==> config.mk <==
export PLATFORM = sky130hd
export DESIGN_NAME = utf16_to_utf8_converter_core
export DESIGN_NICKNAME = d
export VERILOG_FILES = /design/src/rtl/u16u8_pkg.sv /design/src/rtl/u16u8_front.sv /design/src/rtl/u16u8_queue.sv /design/src/rtl/u16u8_back.sv /design/src/rtl/utf16_to_utf8_converter_core.sv
export SDC_FILE = /design/constraint.sdc
export NUM_CORES = 1
export LEC_CHECK = 0
export ABC_CLOCK_PERIOD_IN_PS = 7300
export BUFFER_PORTS_ARGS = -buffer_cell sky130_fd_sc_hd__buf_2
export CAP_MARGIN = 30
export CORE_MARGIN = 4
export CORE_UTILIZATION = 56
export CTS_CLUSTER_SIZE = 20
export DETAILED_ROUTE_END_ITERATION = 6
export HOLD_SLACK_MARGIN = 0.12
export PLACE_DENSITY = 0.89
export SLEW_MARGIN = 20
export SYNTH_ARGS = -nofsm -noshare
export SYNTH_HDL_FRONTEND = slang
export SYNTH_HIERARCHICAL = 1
export SYNTH_SLANG_ARGS = --single-unit
==> constraint.sdc <==
create_clock -name clk -period 7.3 [get_ports clk]
set_input_delay 0.365 -clock clk [delete_from_list [all_inputs] [get_ports clk]]
set_output_delay 0.365 -clock clk [all_outputs]
set_load 0.02 [all_outputs]
==> src/rtl/u16u8_pkg.sv <==
// ----------------------------------------------------------------------------
// u16u8_pkg
// Shared types and constants for the UTF-16 to UTF-8 converter.
// ----------------------------------------------------------------------------
package u16u8_pkg;

	// result kinds
	localparam logic [1:0] KIND_DATA    = 2'd0;
	localparam logic [1:0] KIND_DONE    = 2'd1;
	localparam logic [1:0] KIND_INVALID = 2'd2;
	localparam logic [1:0] KIND_FULL    = 2'd3;

	// surrogate ranges
	localparam logic [15:0] SURR_HI_FIRST = 16'hD800;
	localparam logic [15:0] SURR_HI_LAST  = 16'hDBFF;
	localparam logic [15:0] SURR_LO_FIRST = 16'hDC00;
	localparam logic [15:0] SURR_LO_LAST  = 16'hDFFF;

	// code point length thresholds
	localparam logic [20:0] CP_LIM_1B = 21'h00080;
	localparam logic [20:0] CP_LIM_2B = 21'h00800;
	localparam logic [20:0] CP_SUPP   = 21'h10000;

	localparam logic [31:0] CAP_RESET = 32'hFFFF_FFFF;

	// command queue between front and back
	localparam int unsigned QDEPTH = 4;
	localparam int unsigned QPTR_W = $clog2(QDEPTH);
	localparam int unsigned QCNT_W = $clog2(QDEPTH + 1);

	// one command: the bytes of one code point and/or a terminating word
	typedef struct packed {
		logic [3:0][7:0] bytes;
		logic [2:0]      nbytes;
		logic            term;
		logic [1:0]      term_kind;
		logic [31:0]     base;
	} u16u8_cmd_t;

endpackage

==> src/rtl/u16u8_front.sv <==
// ----------------------------------------------------------------------------
// u16u8_front
// Accepts code units, pairs surrogates, encodes code points and checks capacity.
// ----------------------------------------------------------------------------
module u16u8_front
	import u16u8_pkg::*;
(
	input  logic        clk,
	input  logic        arst_n,
	input  logic        cfg_wr_en,
	input  logic [31:0] cfg_wr_data,
	input  logic        accept,
	input  logic [15:0] code_unit,
	input  logic        end_of_input,
	output logic        cmd_push,
	output u16u8_cmd_t  cmd
);

	logic [31:0] cap_q;
	logic [9:0]  pend_high_q;
	logic        pend_valid_q;
	logic [31:0] bw_q;
	logic        halted_q;
	logic [1:0]  halt_kind_q;

	logic [9:0]  pend_high_d;
	logic        pend_valid_d;
	logic [31:0] bw_d;
	logic        halted_d;
	logic [1:0]  halt_kind_d;

	// classify, pair and encode one unit
	always_comb begin
		logic        is_high;
		logic        is_low;
		logic        have;
		logic [20:0] cp;
		logic [2:0]  n;
		logic [3:0][7:0] b;
		logic [32:0] sum;

		is_high = code_unit inside {[SURR_HI_FIRST:SURR_HI_LAST]};
		is_low  = code_unit inside {[SURR_LO_FIRST:SURR_LO_LAST]};
		have = 1'b0;
		cp = {5'd0, code_unit};
		pend_high_d  = pend_high_q;
		pend_valid_d = pend_valid_q;
		halted_d     = halted_q;
		halt_kind_d  = halt_kind_q;
		bw_d         = bw_q;
		cmd.nbytes   = 3'd0;

		if (!halted_q) begin
			if (pend_valid_q) begin
				if (is_low) begin
					cp = {1'b0, pend_high_q, code_unit[9:0]} + CP_SUPP;
					pend_valid_d = 1'b0;
					pend_high_d = 10'd0;
					have = 1'b1;
				end else begin
					halted_d = 1'b1;
					halt_kind_d = KIND_INVALID;
				end
			end else if (is_high) begin
				if (end_of_input) begin
					halted_d = 1'b1;
					halt_kind_d = KIND_INVALID;
				end else begin
					pend_high_d = code_unit[9:0];
					pend_valid_d = 1'b1;
				end
			end else if (is_low) begin
				halted_d = 1'b1;
				halt_kind_d = KIND_INVALID;
			end else begin
				have = 1'b1;
			end
		end

		// utf-8 byte layout
		b = '0;
		if (cp < CP_LIM_1B) begin
			n = 3'd1;
			b[0] = cp[7:0];
		end else if (cp < CP_LIM_2B) begin
			n = 3'd2;
			b[0] = {3'b110, cp[10:6]};
			b[1] = {2'b10, cp[5:0]};
		end else if (cp < CP_SUPP) begin
			n = 3'd3;
			b[0] = {4'b1110, cp[15:12]};
			b[1] = {2'b10, cp[11:6]};
			b[2] = {2'b10, cp[5:0]};
		end else begin
			n = 3'd4;
			b[0] = {5'b11110, cp[20:18]};
			b[1] = {2'b10, cp[17:12]};
			b[2] = {2'b10, cp[11:6]};
			b[3] = {2'b10, cp[5:0]};
		end

		// capacity check
		sum = {1'b0, bw_q} + {30'd0, n};
		if (have) begin
			if (sum > {1'b0, cap_q}) begin
				halted_d = 1'b1;
				halt_kind_d = KIND_FULL;
			end else begin
				cmd.nbytes = n;
				bw_d = sum[31:0];
			end
		end

		cmd.bytes     = b;
		cmd.term      = end_of_input;
		cmd.term_kind = halted_d ? halt_kind_d : KIND_DONE;
		cmd.base      = bw_q;
		cmd_push      = accept && (cmd.nbytes != 3'd0 || end_of_input);
	end

	// capacity register
	always_ff @(posedge clk or negedge arst_n) begin
		if (!arst_n) begin
			cap_q <= CAP_RESET;
		end else if (cfg_wr_en) begin
			cap_q <= cfg_wr_data;
		end
	end

	// per-string state
	always_ff @(posedge clk or negedge arst_n) begin
		if (!arst_n) begin
			pend_high_q  <= 10'd0;
			pend_valid_q <= 1'b0;
			bw_q         <= 32'd0;
			halted_q     <= 1'b0;
			halt_kind_q  <= KIND_DATA;
		end else if (accept) begin
			if (end_of_input) begin
				pend_high_q  <= 10'd0;
				pend_valid_q <= 1'b0;
				bw_q         <= 32'd0;
				halted_q     <= 1'b0;
				halt_kind_q  <= KIND_DATA;
			end else begin
				pend_high_q  <= pend_high_d;
				pend_valid_q <= pend_valid_d;
				bw_q         <= bw_d;
				halted_q     <= halted_d;
				halt_kind_q  <= halt_kind_d;
			end
		end
	end

endmodule

==> src/rtl/u16u8_queue.sv <==
// ----------------------------------------------------------------------------
// u16u8_queue
// Small register queue of commands between the front and the back.
// ----------------------------------------------------------------------------
module u16u8_queue
	import u16u8_pkg::*;
(
	input  logic       clk,
	input  logic       arst_n,
	input  logic       wr_en,
	input  u16u8_cmd_t wr_cmd,
	output logic       q_full,
	input  logic       rd_en,
	output logic       rd_valid,
	output u16u8_cmd_t rd_cmd
);

	u16u8_cmd_t          mem_q [QDEPTH];
	logic [QPTR_W-1:0]   wr_ptr_q;
	logic [QPTR_W-1:0]   rd_ptr_q;
	logic [QCNT_W-1:0]   cnt_q;

	assign q_full   = (cnt_q == QCNT_W'(QDEPTH));
	assign rd_valid = (cnt_q != '0);
	assign rd_cmd   = mem_q[rd_ptr_q];

	// storage
	always_ff @(posedge clk) begin
		if (wr_en) begin
			mem_q[wr_ptr_q] <= wr_cmd;
		end
	end

	// pointers and fill count
	always_ff @(posedge clk or negedge arst_n) begin
		if (!arst_n) begin
			wr_ptr_q <= '0;
			rd_ptr_q <= '0;
			cnt_q    <= '0;
		end else begin
			if (wr_en) begin
				wr_ptr_q <= wr_ptr_q + 1'b1;
			end
			if (rd_en) begin
				rd_ptr_q <= rd_ptr_q + 1'b1;
			end
			if (wr_en && !rd_en) begin
				cnt_q <= cnt_q + 1'b1;
			end else if (rd_en && !wr_en) begin
				cnt_q <= cnt_q - 1'b1;
			end
		end
	end

endmodule

==> src/rtl/u16u8_back.sv <==
// ----------------------------------------------------------------------------
// u16u8_back
// Turns commands into a result word per unstalled cycle in an output register.
// ----------------------------------------------------------------------------
module u16u8_back
	import u16u8_pkg::*;
(
	input  logic        clk,
	input  logic        arst_n,
	input  logic        cmd_valid,
	input  u16u8_cmd_t  cmd,
	output logic        cmd_pop,
	output logic        empty,
	input  logic        pop,
	output logic [7:0]  out_byte,
	output logic [1:0]  kind,
	output logic [31:0] byte_count,
	output logic        last
);

	logic        busy_q;
	u16u8_cmd_t  cur_q;
	logic [2:0]  idx_q;
	logic [31:0] cnt_q;
	logic        ovalid_q;
	logic [7:0]  out_byte_q;
	logic [1:0]  kind_q;
	logic [31:0] byte_count_q;
	logic        last_q;

	logic        adv;
	logic        is_data;
	logic        res_last;
	logic        fin;
	logic        load;
	logic [31:0] cnt_inc;

	assign empty      = !ovalid_q;
	assign out_byte   = out_byte_q;
	assign kind       = kind_q;
	assign byte_count = byte_count_q;
	assign last       = last_q;

	// step control
	always_comb begin
		adv      = !ovalid_q || pop;
		is_data  = idx_q < cur_q.nbytes;
		cnt_inc  = cnt_q + 32'd1;
		res_last = is_data ? ((idx_q + 3'd1 == cur_q.nbytes) && !cur_q.term) : 1'b1;
		fin      = busy_q && adv && res_last;
		load     = cmd_valid && (!busy_q || fin);
		cmd_pop  = load;
	end

	// output register
	always_ff @(posedge clk or negedge arst_n) begin
		if (!arst_n) begin
			ovalid_q <= 1'b0;
		end else if (adv) begin
			ovalid_q <= busy_q;
		end
	end

	always_ff @(posedge clk) begin
		if (adv && busy_q) begin
			out_byte_q   <= is_data ? cur_q.bytes[idx_q[1:0]] : 8'd0;
			kind_q       <= is_data ? KIND_DATA : cur_q.term_kind;
			byte_count_q <= is_data ? cnt_inc : cnt_q;
			last_q       <= res_last;
		end
	end

	// command sequencer
	always_ff @(posedge clk or negedge arst_n) begin
		if (!arst_n) begin
			busy_q <= 1'b0;
			idx_q  <= 3'd0;
		end else if (load) begin
			busy_q <= 1'b1;
			idx_q  <= 3'd0;
		end else if (fin) begin
			busy_q <= 1'b0;
		end else if (busy_q && adv && is_data) begin
			idx_q <= idx_q + 3'd1;
		end
	end

	always_ff @(posedge clk) begin
		if (load) begin
			cur_q <= cmd;
			cnt_q <= cmd.base;
		end else if (busy_q && adv && is_data) begin
			cnt_q <= cnt_inc;
		end
	end

endmodule

==> src/rtl/utf16_to_utf8_converter_core.sv <==
// ----------------------------------------------------------------------------
// utf16_to_utf8_converter_core
// UTF-16 code units in, UTF-8 byte words and terminating status words out.
// ----------------------------------------------------------------------------
//  channel  | direction | handshake          | payload
//  input    | in        | push / full        | code_unit, end_of_input
//  result   | out       | empty / pop        | out_byte, kind, byte_count, last
//  config   | in        | cfg_wr_en          | cfg_wr_data (out_capacity)
//
//  the front takes one code unit per cycle while the command queue has room
//  the back sends one result word per cycle while pop is not stalled: a unit
//  yields 0 to 5 words there (its utf-8 bytes plus one for the end of the
//  string; none for a held high surrogate or a unit after a halt)
//  a stalled pop holds the output register; the four-entry queue lets the
//  front keep accepting until it fills
//  reset clears all control state; out_capacity resets to all ones
// ----------------------------------------------------------------------------
module utf16_to_utf8_converter_core
	import u16u8_pkg::*;
(
	input  logic        clk,
	input  logic        arst_n,
	input  logic        cfg_wr_en,
	input  logic [31:0] cfg_wr_data,
	input  logic        push,
	output logic        full,
	input  logic [15:0] code_unit,
	input  logic        end_of_input,
	output logic        empty,
	input  logic        pop,
	output logic [7:0]  out_byte,
	output logic [1:0]  kind,
	output logic [31:0] byte_count,
	output logic        last
);

	logic       accept;
	logic       cmd_push;
	u16u8_cmd_t fe_cmd;
	logic       q_valid;
	logic       q_pop;
	u16u8_cmd_t q_cmd;

	assign accept = push && !full;

	// classify and encode
	u16u8_front u_front (
		.clk          (clk),
		.arst_n       (arst_n),
		.cfg_wr_en    (cfg_wr_en),
		.cfg_wr_data  (cfg_wr_data),
		.accept       (accept),
		.code_unit    (code_unit),
		.end_of_input (end_of_input),
		.cmd_push     (cmd_push),
		.cmd          (fe_cmd)
	);

	// command queue
	u16u8_queue u_queue (
		.clk      (clk),
		.arst_n   (arst_n),
		.wr_en    (cmd_push),
		.wr_cmd   (fe_cmd),
		.q_full   (full),
		.rd_en    (q_pop),
		.rd_valid (q_valid),
		.rd_cmd   (q_cmd)
	);

	// byte serializer
	u16u8_back u_back (
		.clk        (clk),
		.arst_n     (arst_n),
		.cmd_valid  (q_valid),
		.cmd        (q_cmd),
		.cmd_pop    (q_pop),
		.empty      (empty),
		.pop        (pop),
		.out_byte   (out_byte),
		.kind       (kind),
		.byte_count (byte_count),
		.last       (last)
	);

	// a status word always closes the unit that caused it
	a_term_last: assert property (@(posedge clk) disable iff (!arst_n)
		(!empty && kind != KIND_DATA) |-> last)
		else $error("status word without last");

	// status words carry no byte
	a_term_zero: assert property (@(posedge clk) disable iff (!arst_n)
		(!empty && kind != KIND_DATA) |-> (out_byte == 8'd0))
		else $error("status word with nonzero byte");

	// a data word counts itself
	a_data_count: assert property (@(posedge clk) disable iff (!arst_n)
		(!empty && kind == KIND_DATA) |-> (byte_count != 32'd0))
		else $error("data word with zero count");

	// the back never pops an empty queue
	a_queue_pop: assert property (@(posedge clk) disable iff (!arst_n)
		q_pop |-> q_valid)
		else $error("queue read while empty");

endmodule
Yosys cells after proc, flatten, opt, wreduce, memory -nomap -nowiden
Memory sizes are Yosys's and may differ from the RTL's.
Cells that the tools add are included.
{"block": "word_totals", "n_memories": 1, "output_inout_bits": 45, "mem_bits_rw": 280, "wordCells": 143, "input_bits": 54, "register_bits": 203}
{"block": "op_classes", "n_mux": 63, "magnitude_cmp": 10, "eq_ne": 6, "addsub": 8, "reduce_logical": 31}
{"name": "u_queue.mem_q", "words": 4, "word_bits": 70, "read_ports": 1, "rd_clocked_by_memory_dff": 0, "write_ports": 1, "line_no": "u16u8_queue.sv:18", "text": "u16u8_cmd_t mem_q [QDEPTH];"}
{"op": "32-bit two-way mux", "count": 6}
{"op": "21-bit two-way mux", "count": 3}
{"op": "10-bit two-way mux", "count": 5}
{"op": "32-bit by 3-bit adder with 33-bit output", "count": 1}
{"op": "33-bit by 32-bit greater-than comparator with 1-bit output", "count": 1}
{"op": "32-bit by 1-bit adder with 32-bit output, second input constant", "count": 1}
{"op": "16-bit >= comparator, second input constant", "count": 2}
{"op": "16-bit less-or-equal comparator, second input constant", "count": 2}
{"op": "16-bit two-way mux", "count": 2}
{"op": "3-bit two-way mux", "count": 10}
{"op": "24-bit two-way mux", "count": 1}
{"op": "8-bit two-way mux", "count": 3}
{"op": "22-bit two-way mux", "count": 1}
{"op": "20-bit by 17-bit adder with 21-bit output, second input constant", "count": 1}
{"op": "21-bit by 12-bit < comparator with 1-bit output, second input constant", "count": 1}
{"op": "21-bit by 17-bit < comparator with 1-bit output, second input constant", "count": 1}
{"op": "21-bit by 8-bit < comparator with 1-bit output, second input constant", "count": 1}
{"op": "1-bit two-way mux", "count": 21}
{"op": "2-bit two-way mux", "count": 10}
{"op": "8-bit binary-select mux with 2-bit select", "count": 1}
{"op": "1-bit logical AND", "count": 11}
{"op": "3-bit nonzero test", "count": 3}
{"op": "2-bit nonzero test", "count": 4}
{"op": "3-bit by 1-bit adder with 3-bit output, second input constant", "count": 2}
{"op": "13 further kinds", "count": 24}

Logic depth before layout (Yosys ltp)
{"block": "depth", "depth_word": 20, "ltp_mapped": 33, "mapped_depth_nobuf": 31}

Cells and area by module
The synthesis kept the hierarchy.
{"module": "u16u8_queue", "n_inst": 1, "seq_area_each_um2": 8583.2, "area_each_um2": 10573.9, "cells_each": 400}
{"module": "u16u8_back", "n_inst": 1, "seq_area_each_um2": 3518.4, "area_each_um2": 5515.3, "cells_each": 414}
{"module": "u16u8_front", "n_inst": 1, "seq_area_each_um2": 1991.9, "area_each_um2": 5382.7, "cells_each": 619}
{"module": "utf16_to_utf8_converter_core", "n_inst": 1, "seq_area_each_um2": 0.0, "area_each_um2": 13.8, "cells_each": 1}

Worst setup path before layout
OpenSTA, ideal clock, no wires.
{"block": "synth_timing", "kind": "register -> register", "from": "register u_front.pend_high_q[6]", "to": "memory u_queue/mem_q[1][0] (netlist bit), enable pin", "arrival_ns": 7.332, "period_less_slack_ns": 7.768, "required_time_ns": 6.864, "slack_ns": -0.468, "setup_time_ns": 0.436, "path_stages_with_launch": 29, "n_path_buf": 2, "cell_sequence": "dfrtp_1 -> ha_1 -> nor2_1 -> o211a_1 -> nand2b_1 -> buf_6 -> nand4_1 -> nor3_1 -> and3_1 -> clkinv_1 -> o21ai_0 -> ha_1 -> inv_1 -> fa_1 -> maj3_2 -> nor2_1 -> nand3_1 -> xnor2_1 -> ha_1 -> nand4_1 -> nor4_1 -> nor4b_1 -> nor3_1 -> a221o_4 -> nor2_8 -> o21ai_2 -> buf_6 -> inv_1 -> and2_1"}
{"block": "synth_between", "elab_chain_cells": 17, "word_cells_on_any_way": 19, "classes_between": "2 x add/sub; 4 x order compare; 10 x mux; 3 x reduce/logical"}
{"item": "from (decl)", "line_no": "u16u8_front.sv:20", "text": "logic [9:0] pend_high_q;"}
{"item": "from (signal assigned)", "line_no": "u16u8_front.sv:146", "text": "pend_high_q <= pend_high_d;"}
{"item": "20-bit by 17-bit adder with 21-bit output (*)", "line_no": "u16u8_front.sv:56", "text": "cp = {1'b0, pend_high_q, code_unit[9:0]} + CP_SUPP;"}
{"item": "21-bit two-way mux (*)", "line_no": "u16u8_front.sv:55", "text": "if (is_low) begin"}
{"item": "21-bit two-way mux (*)", "line_no": "u16u8_front.sv:54", "text": "if (pend_valid_q) begin"}
{"item": "21-bit two-way mux (*)", "line_no": "u16u8_front.sv:53", "text": "if (!halted_q) begin"}
{"item": "21-bit by 17-bit < comparator with 1-bit output", "line_no": "u16u8_front.sv:89", "text": "end else if (cp < CP_SUPP) begin"}
{"item": "3-bit two-way mux", "line_no": "u16u8_front.sv:89"}
{"item": "3-bit two-way mux", "line_no": "u16u8_front.sv:85", "text": "end else if (cp < CP_LIM_2B) begin"}
{"item": "3-bit two-way mux (*)", "line_no": "u16u8_front.sv:82", "text": "if (cp < CP_LIM_1B) begin"}
{"item": "[2 not listed]"}
{"item": "3-bit two-way mux (*)", "line_no": "u16u8_front.sv:105", "text": "if (sum > {1'b0, cap_q}) begin"}
{"item": "3-bit two-way mux (*)", "line_no": "u16u8_front.sv:104", "text": "if (have) begin"}
{"item": "3-bit nonzero test (*)", "line_no": "u16u8_front.sv:118", "text": "cmd_push = accept && (cmd.nbytes != 3'd0 || end_of_input);"}
{"item": "1-bit logical OR (*)", "line_no": "u16u8_front.sv:118"}
{"item": "1-bit logical AND (*)", "line_no": "u16u8_front.sv:118"}
{"item": "via cmd_push", "line_no": "utf16_to_utf8_converter_core.sv:38", "text": "logic cmd_push;"}
{"item": "1-bit two-way mux (*)", "line_no": "u16u8_queue.sv:29", "text": "if (wr_en) begin"}
{"item": "1-bit two-way mux (not written as such) (*)", "line_no": "u16u8_queue.sv:30", "text": "mem_q[wr_ptr_q] <= wr_cmd;"}
{"item": "to (decl)", "line_no": "u16u8_queue.sv:18"}
Mark *: on every way through the listed nets, which the timed path passes. The rest lies on a longest branch.

Worst setup path in the final report
{"block": "layout_timing", "from": "register u_front.pend_high_q[6]", "to": "register u_queue.cnt_q[2]"}
{"block": "layout_between", "elab_chain_cells": 18, "word_cells_on_any_way": 22, "classes_between": "2 x add/sub; 4 x order compare; 9 x mux; 7 x reduce/logical"}
{"item": "20-bit by 17-bit adder with 21-bit output (*)", "line_no": "u16u8_front.sv:56"}
{"item": "21-bit two-way mux (*)", "line_no": "u16u8_front.sv:55"}
{"item": "21-bit two-way mux (*)", "line_no": "u16u8_front.sv:54"}
{"item": "21-bit two-way mux (*)", "line_no": "u16u8_front.sv:53"}
{"item": "21-bit by 17-bit < comparator with 1-bit output", "line_no": "u16u8_front.sv:89"}
{"item": "3-bit two-way mux", "line_no": "u16u8_front.sv:89"}
{"item": "3-bit two-way mux", "line_no": "u16u8_front.sv:85"}
{"item": "3-bit two-way mux (*)", "line_no": "u16u8_front.sv:82"}
{"item": "[3 not listed]"}
{"item": "3-bit two-way mux (*)", "line_no": "u16u8_front.sv:104"}
{"item": "3-bit nonzero test (*)", "line_no": "u16u8_front.sv:118"}
{"item": "1-bit logical OR (*)", "line_no": "u16u8_front.sv:118"}
{"item": "1-bit logical AND (*)", "line_no": "u16u8_front.sv:118"}
{"item": "via cmd_push", "line_no": "utf16_to_utf8_converter_core.sv:38"}
{"item": "1-bit zero test", "line_no": "u16u8_queue.sv:49", "text": "end else if (rd_en && !wr_en) begin"}
{"item": "1-bit logical AND", "line_no": "u16u8_queue.sv:49"}
{"item": "2-bit nonzero test (no line)"}
{"item": "to (signal assigned)", "line_no": "u16u8_queue.sv:48", "text": "cnt_q <= cnt_q + 1'b1;"}
{"item": "to (signal assigned)", "line_no": "u16u8_queue.sv:50", "text": "cnt_q <= cnt_q - 1'b1;"}
{"item": "to (decl)", "line_no": "u16u8_queue.sv:21", "text": "logic [QCNT_W-1:0] cnt_q;"}
Marks and branches as above.
A chain may end at the register's enable or synchronous reset.

==> results.ini <==
[final_layout]
final_cell_mix = edfxtp_1 (393), nand2_1 (143), buf_2 (98)
antenna_cells_inserted = 0
drive_gt1_share_pct = 21.4
layout-area-overhead-vs-synth_pct = 14.0
fin_cells = 2134
fillers = 2490
final_common_cell = edfxtp_1
num-nets-final = 1689

[global_route]
overflow = 0
first_global_vias = 13100
grt_first_pass_wirelength_um = 76400
grt_max_degree = 71
grtUsageTotal_pct = 23.8
grt_antenna_before_repair = 0

[critical_path]
cpPeakStageDelay_ps = 480
critPathCaptureType = flop
cp_max_fo = 8
crit_top_cell = ha_1
crit_type = reg -> reg
crit_required_ps = 7810
path_buf_inv = 5
slowest_stage = a221o_4
crit_arrival_ps = 7450
cp-start-kind = flop
path_delay_family = simple AND/OR/NAND/NOR gates

[min_path]
hold_class = in -> reg

[route]
detail-route-antenna-nets = 0
dr_wl_met2_um = 23500
met1_length_um = 19100
wire_per_inst_um = 22.9
firstDrtPassIters = 6
vias = 13100
met3_length_um = 4620
dr.max_layer_used = met4
drt_iter0_drc = 1565
drc = 0
drt-total-wl_um = 48900
viasPerCell = 6.12

[logic_synthesis]
ys.flop_type = edfxtp_1
seq_area_frac_synth_pct = 65.6
syn_area_um2 = 21500
synth_cell_types = 86
syn_avg_cell_area_um2 = 15.0
async_flop_share_pct = 18.6
ys.warnings.count = 6
synth_edf_count = 393
syn_inst = 1434
synth-seq-cells = 483

[floorplan]
dieHeight_um = 204
die_w_um = 204
rows = 71
core_area_um2 = 37800
initial_core_util_pct = 56.9
ioPinCount = 99
dieArea_um2 = 41600

[timing]
period_minus_slack_ps = 6950
relSlewSlack_pct = 30.4
fin_skew_ps = 35.2
hold_violations = 0
fmax_mhz = 144
hold_slack_ps = 172
worst_pin_slew_ps = 1040
slew_viol_final = 0
tns_ps = 0
timing.final.crit_share_pct = 95.2
final-setup-viol-count = 0

[status]
status = completed

[placed_design]
portBuffers = 98
gp_congestion = 0.908
dp_hpwl_um = 29900
dp_cells = 2008

[pwr]
power.density_nw_per_um2 = 393
p_leak_nw = 8.76
peakVddDrop_uv = 196

[clock_network]
cts_tree = done
clock_path_buffers = 3
clock_tree.root_cell = clkbuf_16
clkLatencyLatePin_ps = 600
cts_buffers = 46
cts_sinks = 483
clkTransAtPathRegs_ps = 60
htree_levels = 2

[job]
cap_violations = 0

[worst paths after layout]
path                                         from                endpoint  slack (ps)  depth (start not counted)
setup reg to reg           u_front/pend_high_q[6]        u_queue/cnt_q[2]         350                         32
hold reg to reg                  u_queue/cnt_q[2]        u_queue/cnt_q[2]         490                          1
max in group asynchronous                  arst_n     u_queue/rd_ptr_q[0]        5860                          3
setup / recovery           u_front/pend_high_q[6]        u_queue/cnt_q[2]         350                         32
min in group asynchronous                  arst_n        u_front/bw_q[18]         260                          2
hold / removal                       code_unit[8]  u_front/pend_high_q[8]         170                          2
[layout make-up]
cell class                      instances  area [um^2]  area share (%)
Multi-Input combinational cell        823         6770            27.6
Timing Repair Buffer                  169         1240            5.08
Clock inverter                         33          324            1.32
Inverter                               65          244           0.997
Sequential cell                       483        14100            57.6
Clock buffer                           50         1170            4.76
Tap cell                              511          639            2.61
[cell usage after synthesis, drive strengths merged, types with 10 or more instances]
cell	number	area, um^2
edfxtp	393	11800
nand2	143	537
o21ai	83	419
mux4	78	1760
inv	63	236
xnor2	63	552
nor2	59	240
dfrtp	58	1450
ha	45	563
nand3	40	205
xor2	40	350
buf	37	348
nand4	36	246
dfstp	32	841
a22o	31	272
clkbuf	28	106
a21oi	25	129
nor3	24	141
and2	23	146
and3	18	113
nor4	10	90.1
[stage by stage]
stage               utilization [%]  worst slack [ps]  power [mW]  instance area (um^2)
CTS                            64.6               185        9.61                 24400
floorplan                         -               297        6.40                 21500
global placement               59.5               378        7.00                 22500
global route                   64.8             -60.1        10.1                 24500
finish                         64.8               353        9.61                 24500
detailed placement             59.6               113        7.17                 22500
[kinds of logic (layout without fill, tap and decap cells)]
family,after synthesis,count (layout),synth area share (%)
other,1,3,0.0175
muxes,86,86,8.62
adders and majority gates,50,50,2.96
xor gates and xnor gates,104,104,4.31
buffers and inverters,130,317,3.25
DFF,483,483,65.6
AOI/OAI and AO/OA,194,194,6.00
and+or+nand+nor,386,386,9.24
[flip-flops by register name (all words and copies together) (netlist names)]
| signal | count |
|---|---|
| u_front/bw_q | 32 |
| u_back/ovalid_q | 1 |
| u_back/last | 1 |
| u_queue/mem_q | 280 |
| u_front/cap_q | 32 |
| u_front/halt_kind_q | 2 |
| u_queue/wr_ptr_q | 2 |
| u_back/kind | 2 |
| u_back/out_byte | 8 |
| u_back/byte_count | 32 |
| u_queue/cnt_q | 3 |
| u_back/cur_q | 38 |
| u_back/idx_q | 3 |
| u_front/pend_valid_q | 1 |
| u_back/cnt_q | 32 |
| u_back/busy_q | 1 |
| u_queue/rd_ptr_q | 2 |
| u_front/pend_high_q | 10 |
| u_front/halted_q | 1 |
[where the power goes]
group          internal (mW)  switching (mW)
Sequential              4.00           0.471
Clock                   1.31            1.03
Combinational           1.14            1.66
Total                   6.45            3.16
[worst reg2reg max path, delay by kind of cell (launching register included)]
family,cells,cell delay (ps)
compound gates,4,900
simple gates,14,2600
xor+xnor,3,450
buf+inv,5,570
fa+ha+maj,6,1940
flops,1,440
[repair_timing]
action | CTS | global route
hold buffers | 40 | 0
hold endpoints to repair | 72 | 0
setup endpoints to repair | 0 | 86
buffers inserted | 0 | 2
resized for setup | 0 | 9
[routing by layer]
metal / GRT usage (%) / up-vias
met3: 4.78 / 138
met5: 0 / -
met1: 33.4 / 6402
li1: - / 5735
met4: 8.67 / 0
met2: 37.8 / 790
Power figures use the tool's default switching activity.
